`src/hdl/tes_pkg.sv`:
```
`default_nettype none
// ---------------------------------------------------------------------------
// tes_pkg
// Types, codes and constants shared by the timed event slot table and its
// arithmetic unit.
// ---------------------------------------------------------------------------
package tes_pkg;

  localparam int SLOTS       = 8;
  localparam int MAX_RESULTS = 8;
  localparam int SLOT_IDX_W  = (SLOTS > 1) ? $clog2(SLOTS) : 1;
  localparam int CNT_W       = $clog2(MAX_RESULTS + 1);
  localparam int TIME_W      = 32;
  localparam int HANDLE_W    = 16;
  localparam int SCALE_W     = 20;

  localparam logic [SCALE_W-1:0] SCALE_SEC = SCALE_W'(1000000);
  localparam logic [SCALE_W-1:0] SCALE_MS  = SCALE_W'(1000);
  localparam logic [SCALE_W-1:0] SCALE_US  = SCALE_W'(1);

  typedef enum logic {
    CMD_ADD  = 1'b0,
    CMD_POLL = 1'b1
  } command_t;

  typedef enum logic [1:0] {
    UNIT_SEC = 2'd0,
    UNIT_MS  = 2'd1,
    UNIT_US  = 2'd2
  } time_unit_t;

  typedef enum logic [1:0] {
    KIND_ADDED = 2'd0,
    KIND_FULL  = 2'd1,
    KIND_FIRED = 2'd2,
    KIND_NONE  = 2'd3
  } kind_t;

  typedef enum logic [1:0] {
    OP_MUL = 2'd0,
    OP_ADD = 2'd1,
    OP_LE  = 2'd2
  } unit_op_t;

  typedef struct packed {
    logic [0:0]          command;
    logic [TIME_W-1:0]   current_time;
    logic [TIME_W-1:0]   time_arg;
    logic [1:0]          unit;
    logic [HANDLE_W-1:0] handle;
  } request_t;

  typedef struct packed {
    logic [1:0]          kind;
    logic [2:0]          slot;
    logic [HANDLE_W-1:0] fired_handle;
    logic [0:0]          last;
  } result_t;

  typedef struct packed {
    unit_op_t          op;
    logic [TIME_W-1:0] a;
    logic [TIME_W-1:0] b;
  } unit_req_t;

  typedef struct packed {
    logic [TIME_W-1:0] y;
    logic              le;
  } unit_rsp_t;

  // Microseconds per delay unit; the unused code behaves as microseconds.
  function automatic logic [SCALE_W-1:0] scale_of(input logic [1:0] u);
    logic [SCALE_W-1:0] s;
    case (u)
      UNIT_SEC: s = SCALE_SEC;
      UNIT_MS:  s = SCALE_MS;
      default:  s = SCALE_US;
    endcase
    return s;
  endfunction

endpackage
`default_nettype wire

```
`src/hdl/tes_unit.sv`:
```
`default_nettype none
// ---------------------------------------------------------------------------
// tes_unit
// Shared arithmetic unit: delay scaling multiply, deadline add and the
// unsigned at-or-below compare used by the poll scan.
// ---------------------------------------------------------------------------
module tes_unit
  import tes_pkg::*;
(
  input  var unit_req_t req,
  output var unit_rsp_t rsp
);

  logic [TIME_W+SCALE_W-1:0] prod;

  // The scale never needs more than SCALE_W bits, so the multiplier stays narrow.
  assign prod = req.a * req.b[SCALE_W-1:0];

  always_comb begin
    rsp.le = (req.a <= req.b);
    case (req.op)
      OP_MUL:  rsp.y = prod[TIME_W-1:0];
      OP_ADD:  rsp.y = req.a + req.b;
      default: rsp.y = '0;
    endcase
  end

endmodule
`default_nettype wire

```
`src/hdl/timed_event_slot_table.sv`:
```
`default_nettype none
// ---------------------------------------------------------------------------
// timed_event_slot_table
// Fixed table of timed events: add items claim the lowest free slot, poll
// items fire and free every due slot in slot order.
// ---------------------------------------------------------------------------
// Add item: busy for the scale and add steps, then one slot per cycle
// until a free one is found; its result appears in the cycle after.
// Poll item: busy for the scan and a flush step, one slot compare per cycle through the
// shared unit; fired results leave one per cycle at most, the last after the scan.
// Results are strobed for one cycle each and cannot be held off.
// Synchronous reset empties the table and returns the sequencer to idle.
module timed_event_slot_table
  import tes_pkg::*;
(
  input  var logic     clk,
  input  var logic     rst,
  input  var logic     start,
  input  var request_t request,
  output var logic     busy,
  output var logic     result_strobe,
  output var result_t  result
);

  typedef enum logic [2:0] {
    ST_IDLE,
    ST_MUL,
    ST_ADD,
    ST_FIND,
    ST_SCAN,
    ST_FLUSH
  } state_t;

  state_t                  state;
  logic [SLOTS-1:0]        active;
  logic [TIME_W-1:0]       deadline [SLOTS];
  logic [HANDLE_W-1:0]     handles  [SLOTS];
  logic [SLOT_IDX_W-1:0]   idx;
  logic [TIME_W-1:0]       acc;
  logic [TIME_W-1:0]       opnd;
  logic [1:0]              unit_sel;
  logic [HANDLE_W-1:0]     handle_r;
  logic [CNT_W-1:0]        fired_cnt;
  logic                    pend_valid;
  logic [SLOT_IDX_W-1:0]   pend_slot;
  logic [HANDLE_W-1:0]     pend_handle;
  unit_req_t               ureq;
  unit_rsp_t               ursp;
  logic                    at_end;
  logic                    due;

  tes_unit u_unit (
    .req (ureq),
    .rsp (ursp)
  );

  always_comb begin
    ureq.op = OP_LE;
    ureq.a  = deadline[idx];
    ureq.b  = opnd;
    case (state)
      ST_MUL: begin
        ureq.op = OP_MUL;
        ureq.a  = acc;
        ureq.b  = TIME_W'(scale_of(unit_sel));
      end
      ST_ADD: begin
        ureq.op = OP_ADD;
        ureq.a  = acc;
        ureq.b  = opnd;
      end
      default: begin
        ureq.op = OP_LE;
      end
    endcase
  end

  assign busy   = (state != ST_IDLE);
  assign at_end = (idx == SLOT_IDX_W'(SLOTS - 1));
  assign due    = active[idx] && ursp.le && (fired_cnt < CNT_W'(MAX_RESULTS));

  always_ff @(posedge clk) begin
    if (rst) begin
      state         <= ST_IDLE;
      active        <= '0;
      result_strobe <= 1'b0;
      pend_valid    <= 1'b0;
      fired_cnt     <= '0;
      idx           <= '0;
    end else begin
      result_strobe <= 1'b0;
      case (state)
        ST_IDLE: begin
          if (start) begin
            idx        <= '0;
            fired_cnt  <= '0;
            pend_valid <= 1'b0;
            handle_r   <= request.handle;
            unit_sel   <= request.unit;
            acc        <= request.time_arg;
            if (request.command == CMD_ADD) begin
              opnd  <= request.current_time;
              state <= ST_MUL;
            end else begin
              opnd  <= (request.time_arg == '0) ? request.current_time
                                                : request.time_arg;
              state <= ST_SCAN;
            end
          end
        end
        ST_MUL: begin
          acc   <= ursp.y;
          state <= ST_ADD;
        end
        ST_ADD: begin
          acc   <= ursp.y;
          state <= ST_FIND;
        end
        ST_FIND: begin
          if (!active[idx]) begin
            active[idx]   <= 1'b1;
            deadline[idx] <= acc;
            handles[idx]  <= handle_r;
            result_strobe <= 1'b1;
            result        <= '{kind: KIND_ADDED, slot: 3'(idx), fired_handle: '0,
                               last: 1'b1};
            state         <= ST_IDLE;
          end else if (at_end) begin
            result_strobe <= 1'b1;
            result        <= '{kind: KIND_FULL, slot: '0, fired_handle: '0,
                               last: 1'b1};
            state         <= ST_IDLE;
          end else begin
            idx <= idx + SLOT_IDX_W'(1);
          end
        end
        ST_SCAN: begin
          // A fired item is held back one step so that the final one can
          // carry last once the scan has ended.
          if (due) begin
            if (pend_valid) begin
              result_strobe <= 1'b1;
              result        <= '{kind: KIND_FIRED, slot: 3'(pend_slot),
                                 fired_handle: pend_handle, last: 1'b0};
            end
            pend_valid  <= 1'b1;
            pend_slot   <= idx;
            pend_handle <= handles[idx];
            active[idx] <= 1'b0;
            fired_cnt   <= fired_cnt + CNT_W'(1);
          end
          if (at_end) begin
            state <= ST_FLUSH;
          end else begin
            idx <= idx + SLOT_IDX_W'(1);
          end
        end
        ST_FLUSH: begin
          result_strobe <= 1'b1;
          if (pend_valid) begin
            result <= '{kind: KIND_FIRED, slot: 3'(pend_slot),
                        fired_handle: pend_handle, last: 1'b1};
          end else begin
            result <= '{kind: KIND_NONE, slot: '0, fired_handle: '0, last: 1'b1};
          end
          pend_valid <= 1'b0;
          state      <= ST_IDLE;
        end
        default: begin
          state <= ST_IDLE;
        end
      endcase
    end
  end

  // An accepted item always makes the sequencer busy in the next cycle.
  a_accept_busy: assert property (@(posedge clk) disable iff (rst)
    (start && !busy) |=> busy)
    else $error("accepted item did not make the block busy");

  // Only fired items can be followed by further items of the same poll.
  a_single_last: assert property (@(posedge clk) disable iff (rst)
    (result_strobe && (result.kind == KIND_ADDED || result.kind == KIND_FULL ||
                       result.kind == KIND_NONE)) |-> result.last)
    else $error("non-fired result without last");

  // After the final result of an item nothing follows in the next cycle.
  a_gap_after_last: assert property (@(posedge clk) disable iff (rst)
    (result_strobe && result.last) |=> !result_strobe)
    else $error("result strobed straight after a last result");

endmodule
`default_nettype wire
```
`config.mk`:
```
export PLATFORM = sky130hd
export DESIGN_NAME = timed_event_slot_table
export DESIGN_NICKNAME = d
export VERILOG_FILES = /design/src/hdl/tes_pkg.sv /design/src/hdl/tes_unit.sv /design/src/hdl/timed_event_slot_table.sv
export SDC_FILE = /design/constraint.sdc
export NUM_CORES = 2
export LEC_CHECK = 0
export ABC_AREA = 1
export BUFFER_PORTS_ARGS = -buffer_cell sky130_fd_sc_hd__buf_4
export CELL_PAD_IN_SITES_DETAIL_PLACEMENT = 1
export CELL_PAD_IN_SITES_GLOBAL_PLACEMENT = 1
export CORE_MARGIN = 2
export CORE_UTILIZATION = 30
export CTS_BUF_LIST = sky130_fd_sc_hd__clkbuf_8
export CTS_CLUSTER_DIAMETER = 100
export DETAILED_ROUTE_END_ITERATION = 10
export PLACE_DENSITY = 0.55
export SLEW_MARGIN = 30
export SYNTH_ARGS = -nofsm -noshare
export SYNTH_HDL_FRONTEND = slang
export SYNTH_HIERARCHICAL = 1
export SYNTH_SLANG_ARGS = --single-unit
```
`constraint.sdc`:
```
create_clock -name clk -period 9.8 [get_ports clk]
set_input_delay 1.96 -clock clk [delete_from_list [all_inputs] [get_ports clk]]
set_output_delay 1.96 -clock clk [all_outputs]
set_load 0.03 [all_outputs]
```
Yosys cells after proc, flatten, opt, wreduce, memory -nomap -nowiden
Memory sizes are Yosys's and may differ from the RTL's. A register that Yosys moved wholly into a read port is not among the register bits.
Index checks and enable logic that the tools add are counted.
{"block": "op_classes", "n_mul": 1, "reduce_logical": 24, "order_cmp": 4, "eq_ne": 15, "n_bitwise": 4, "mux": 48, "add_sub_neg": 3}
{"op": "$pmux W32 S2", "count": 2}
{"op": "$pmux W64 S2", "count": 1}
{"op": "$mux W32", "count": 3}
{"op": "$mux W22", "count": 4}
{"op": "$pmux W22 S3", "count": 1}
{"op": "$pmux W20 S2", "count": 1}
{"op": "$add A32 B32 Y32", "count": 1}
{"op": "$le A32 B32 Y1", "count": 1}
{"op": "$logic_not A32 Y1", "count": 1}
{"op": "$mul A32 B20 Y32", "count": 1}
{"op": "$mux W3", "count": 10}
{"op": "$reduce_and A3 Y1", "count": 8}
{"op": "$mux W21", "count": 1}
{"op": "$mux W8", "count": 2}
{"op": "$pmux W8 S2", "count": 1}
{"op": "$pmux W3 S5", "count": 1}
{"op": "$mux W1", "count": 12}
{"op": "$ne A2 B2 Y1 const B", "count": 6}
{"op": "$reduce_bool A3 Y1", "count": 4}
{"op": "$eq A3 B3 Y1 const B", "count": 3}
{"op": "$pmux W3 S3", "count": 1}
{"op": "$and A8 B8 Y8", "count": 1}
{"op": "$mux W4", "count": 2}
{"op": "$not A8 Y8", "count": 1}
{"op": "22 further kinds", "count": 30}
{"block": "word_totals", "ff_bits": 127, "inputBits": 86, "ramBits": 384, "n_memories": 2}
{"name": "deadline", "depth": 8, "width": 32, "rd": 1, "rd_clocked_by_memory_dff": 1, "write_ports": 1, "line": "timed_event_slot_table.sv:36", "text": "logic [TIME_W-1:0] deadline [SLOTS];"}
{"name": "handles", "depth": 8, "width": 16, "rd": 1, "rd_clocked_by_memory_dff": 1, "write_ports": 1, "line": "timed_event_slot_table.sv:37", "text": "logic [HANDLE_W-1:0] handles [SLOTS];"}

Depth between registers and ports, before layout
{"block": "depth", "depth_word": 8, "depth_mapped": 41}

Modules after synthesis
Netlist, hierarchy kept.
{"module": "timed_event_slot_table", "cells_each": 1616, "seq_area_each_um2": 15685.0, "area_each_um2": 21220.4, "instances": 1}
{"module": "tes_unit", "cells_each": 2515, "seq_area_each_um2": 0.0, "area_each_um2": 17481.8, "instances": 1}

Worst setup path after synthesis
Ideal clock, no wire load.
{"block": "synth_timing", "path_type": "flip-flop to flip-flop", "start": "reg (tool-made name)", "end": "reg acc[29], data pin", "t_arrival_ps": 6940, "setup_time_ps": 259, "slack_ps": 2601, "path_stages_with_launch": 34, "cell_sequence": "dfxtp_1 > buf_2 > buf_2 > buf_4 > mux2i_1 > o211ai_1 > nand3_1 > nand2_1 > clkbuf_1 > clkbuf_1 > nand2_1 > fa_1 > inv_1 > fa_1 > inv_1 > fa_1 > inv_1 > fa_1 > fa_1 > fa_1 > inv_1 > fa_1 > inv_1 > ha_1 > a21oi_1 > o21ai_0 > a21oi_1 > nor2_1 > nor4_1 > nand3b_1 > nand3_1 > nand2_1 > nor2_1 > a21oi_1"}
{"element": "to (signal assigned)", "line": "timed_event_slot_table.sv:100", "text": "acc <= request.time_arg;"}
{"element": "to (signal assigned)", "line": "timed_event_slot_table.sv:112", "text": "acc <= ursp.y;"}
{"element": "to (signal assigned)", "line": "timed_event_slot_table.sv:116", "text": "acc <= ursp.y;"}
{"element": "to (decl)", "line": "timed_event_slot_table.sv:39", "text": "logic [TIME_W-1:0] acc;"}

==> summary.md <==
| Metric | Value |
|---|---|
| Num CTS Buffers | 85 |
| Maximum buffer depth of the clock tree | 3 |
| GRT met2 Usage | 0.3378 |
| Initial antenna violation count | 1 |
| Outcome | complete, no violations |
| Grt met3 use | 0.03337 |
| Synth top area share | 0.3934 |
| Xor and xnor area share after synthesis | 0.003782 |
| Initial Util | 0.3027 |
| Unrepaired setup endpoints after global routing | no |
| Fill count | 14808 |
| GRT Max-Usage Layer | met2 |
| Gates resized, CTS repair | 0 |
| Crit-path slowest cell | dfxtp_4 |
| Part of the cycle the worst path needs | 0.9325 |
| Fraction of layout instances using a drive strength above 1 | 0.1039 |
| Setup Buffers After CTS | 0 |
| Compound-cell area share of the yosys netlist | 0.09566 |
| H-tree depth | 3 |
| Mapped Avg Cell Area | 9.369 µm² |
| Routed WL per cell | 22.28 µm |
| Clock Latency Late Sink | 0.71 ns |
| Vias in the first global route | 30812 |
| Synth top cells by count | 927 x inv_1, 846 x nand2_1, 507 x edfxtp_1 |
| Yosys reg bits | 530 |
| Largest net degree at the start of global routing | 65 |
| DRC viols | 0 |
| DRT iter0 DRCs | 1777 |
| Router iterations before antenna repair | 5 |
| Clock-pin slew on the worst setup and hold paths | 0.06 ns |
| Worst Path Required | 10.23 ns |
| Crit path DAT | 9.57 ns |
| Yosys top cell by area | edfxtp_1 |
| Min Tclk post-route | 9.139 ns |
| CP Capture Type | flip-flop |
| Synth area leaders | edfxtp_1 39%, fa_1 18%, inv_1 9.0%, nand2_1 8.2%, ha_1 4.7% |
| Final setup violation count | 0 |
| EDFF count, synth | 507 |
| Gpl congestion | 0.8834 |
| CTS root buffer | clkbuf_8 |
| Global routing usage on met1 | 0.2770 |
| Post-DR vias/cell | 4.799 |
| Layout Nets | 4841 |
| Core outline area | 127800 µm² |
| Ys async rst share | 0 |
| Die height | 363.2 µm |
| Syn nets | 4717 |
| Slowest stage delay, CP | 0.80 ns |
| Row count | 131 |
| Synth unique cells | 68 |
| GRT Total Usage | 0.2041 |
| Max-cap viol count | 0 |
| Most common cell on crit path | fa_1 |
| I/O Buffers | 109 |
| Most used flip-flop cell after synthesis | edfxtp_1 |
| Final HPWL DP | 100.3 mm |
| Total routed wirelength | 133.4 mm |
| Relative slew slack | 0.3091 |
| I/O pin count | 110 |
| Grt total ovfl | 0 |
| Largest family of logic cells by synthesized area | adder cells |
| TritonCTS clock tree | done |
| Hold WC Path Type | flip-flop to flip-flop |
| Via count | 28729 |
| First-pass GRT wire length | 200.1 mm |
| Startpoint types | flip-flop |
| DP Worst Slack | 0.7867 ns |
| Final Hold Viols | 0 |
| Yosys warnings | 6 |
| Most common cell in the netlist | inv_1 |
| Clock sink count | 530 |
| Syn Inst Count | 4131 |
| Routed Antenna Nets | 0 |
| Actual slew at the worst max-slew pin | 1.034 ns |
| CP Class | flip-flop to flip-flop |
| Area grow syn2layout | 12.18% |
| Part of the Yosys area used for sequential elements | 0.4053 |
| Die footprint | 131900 µm² |
| Worst setup margin | 0.6614 ns |
| Fin Setup TNS | 0 ns |
| Pins Over Slew Limit | 0 |
| Clock skew | 0.05927 ns |
| Max Fclk | 0.1094 GHz |
| Post-Synth Adder-Cell Area | 0.2303 |
| Critical path fanouts, max | 53 |
| Simple-gate area share of the yosys netlist | 0.1342 |
| Post-Syn Area | 38700 µm² |
| # hold bufs at CTS | 0 |
| Multiplexer share of the synthesized area | 0.01655 |
| Die X | 363.2 µm |
-- state kept, by name, indices dropped and copies added, names as in the netlist, named ones only --
signal         cells
fired_cnt          4
state              3
deadline         256
handle_r          16
unit_sel           2
pend_valid         1
pend_handle       16
handles          128
opnd              32
result_strobe      1
idx                3
acc               32
result            22
pend_slot          3
-- final cells by class --
type                            count  area, µm²  share of cell area
Inverter                          970       3643             0.08392
Clock inverter                     65      397.9            0.009164
Timing Repair Buffer              209       1639             0.03775
Tap cell                         1662       2079             0.04790
Sequential cell                   530      15690              0.3614
Multi-Input combinational cell   2459      18730              0.4313
Clock buffer                       90       1239             0.02853
Antenna cell                        1      2.502          0.00005764
-- worst max-delay path: cells and delay by family, from the launching register on --
family	cells	cell delay (ns)
DFF	1	0.80
and+or+nand+nor	7	1.34
AOI/OAI and AO/OA	9	1.81
buffers and inverters	7	0.99
adders and majority gates	8	3.85
-- routing by layer --
layer	routed length [µm]	vias up
li1	-	13314
met1	61700	14681
met2	62380	590
met3	5893	144
met4	3422	0
met5	0	-
-- final timing paths --
kind,cells past startpoint,slack (ns),end,startpoint
setup / recovery,31,0.66,acc[25]$_DFFE_PP_,flip-flop
hold / removal,2,0.48,pend_valid$_SDFFE_PP0P_,pend_valid$_SDFFE_PP0P_
setup reg to reg,31,0.66,acc[25]$_DFFE_PP_,flip-flop
hold reg to reg,2,0.48,pend_valid$_SDFFE_PP0P_,pend_valid$_SDFFE_PP0P_
-- cell usage in the layout, fill, tap and decap left out, types with 16 or more instances in the layout --
master,synthesis,layout
a21oi_1,204,203
a21oi_2,16,17
a221oi_1,21,21
a22oi_1,16,16
buf_4,14,204
clkbuf_8,0,90
clkinv_1,6,30
dfxtp_1,23,21
edfxtp_1,507,507
fa_1,354,354
ha_1,146,146
inv_1,927,946
inv_2,36,39
mux2i_1,64,64
nand2_1,846,846
nand2_2,17,17
nand3_1,124,124
nand4_1,26,26
nor2_1,176,168
o211ai_1,48,48
o21ai_0,216,216
o21ai_1,31,26
-- kinds of logic (layout without fill, tap and decap cells) --
group,Yosys count,in the layout
buffers and inverters,1142,1334
AND/OR/NAND/NOR,1254,1254
flip-flops,530,530
XOR/XNOR,15,15
multiplexers,64,64
AO/OA/AOI/OAI,626,626
other,0,1
adder cells (fa/ha/maj),500,500
-- stage by stage --
stage | utilization | std cells | hold WS, ns | cell area, µm²
5_1_grt | 0.3396 | 5986 | 0.5135 | 43420
3_3_place_gp | 0.3265 | 5829 | 0.4562 | 41740
4_1_cts | 0.3394 | 5984 | 0.4754 | 43390
2_1_floorplan | - | 4131 | 0.4432 | 38700
3_5_place_dp | 0.3266 | 5829 | 0.4656 | 41750
6_report | 0.3396 | 5986 | 0.4756 | 43420
Power is left out: the tool's default activity adds up to more than one toggle a clock period on the data nets, which glitch-free logic cannot reach.
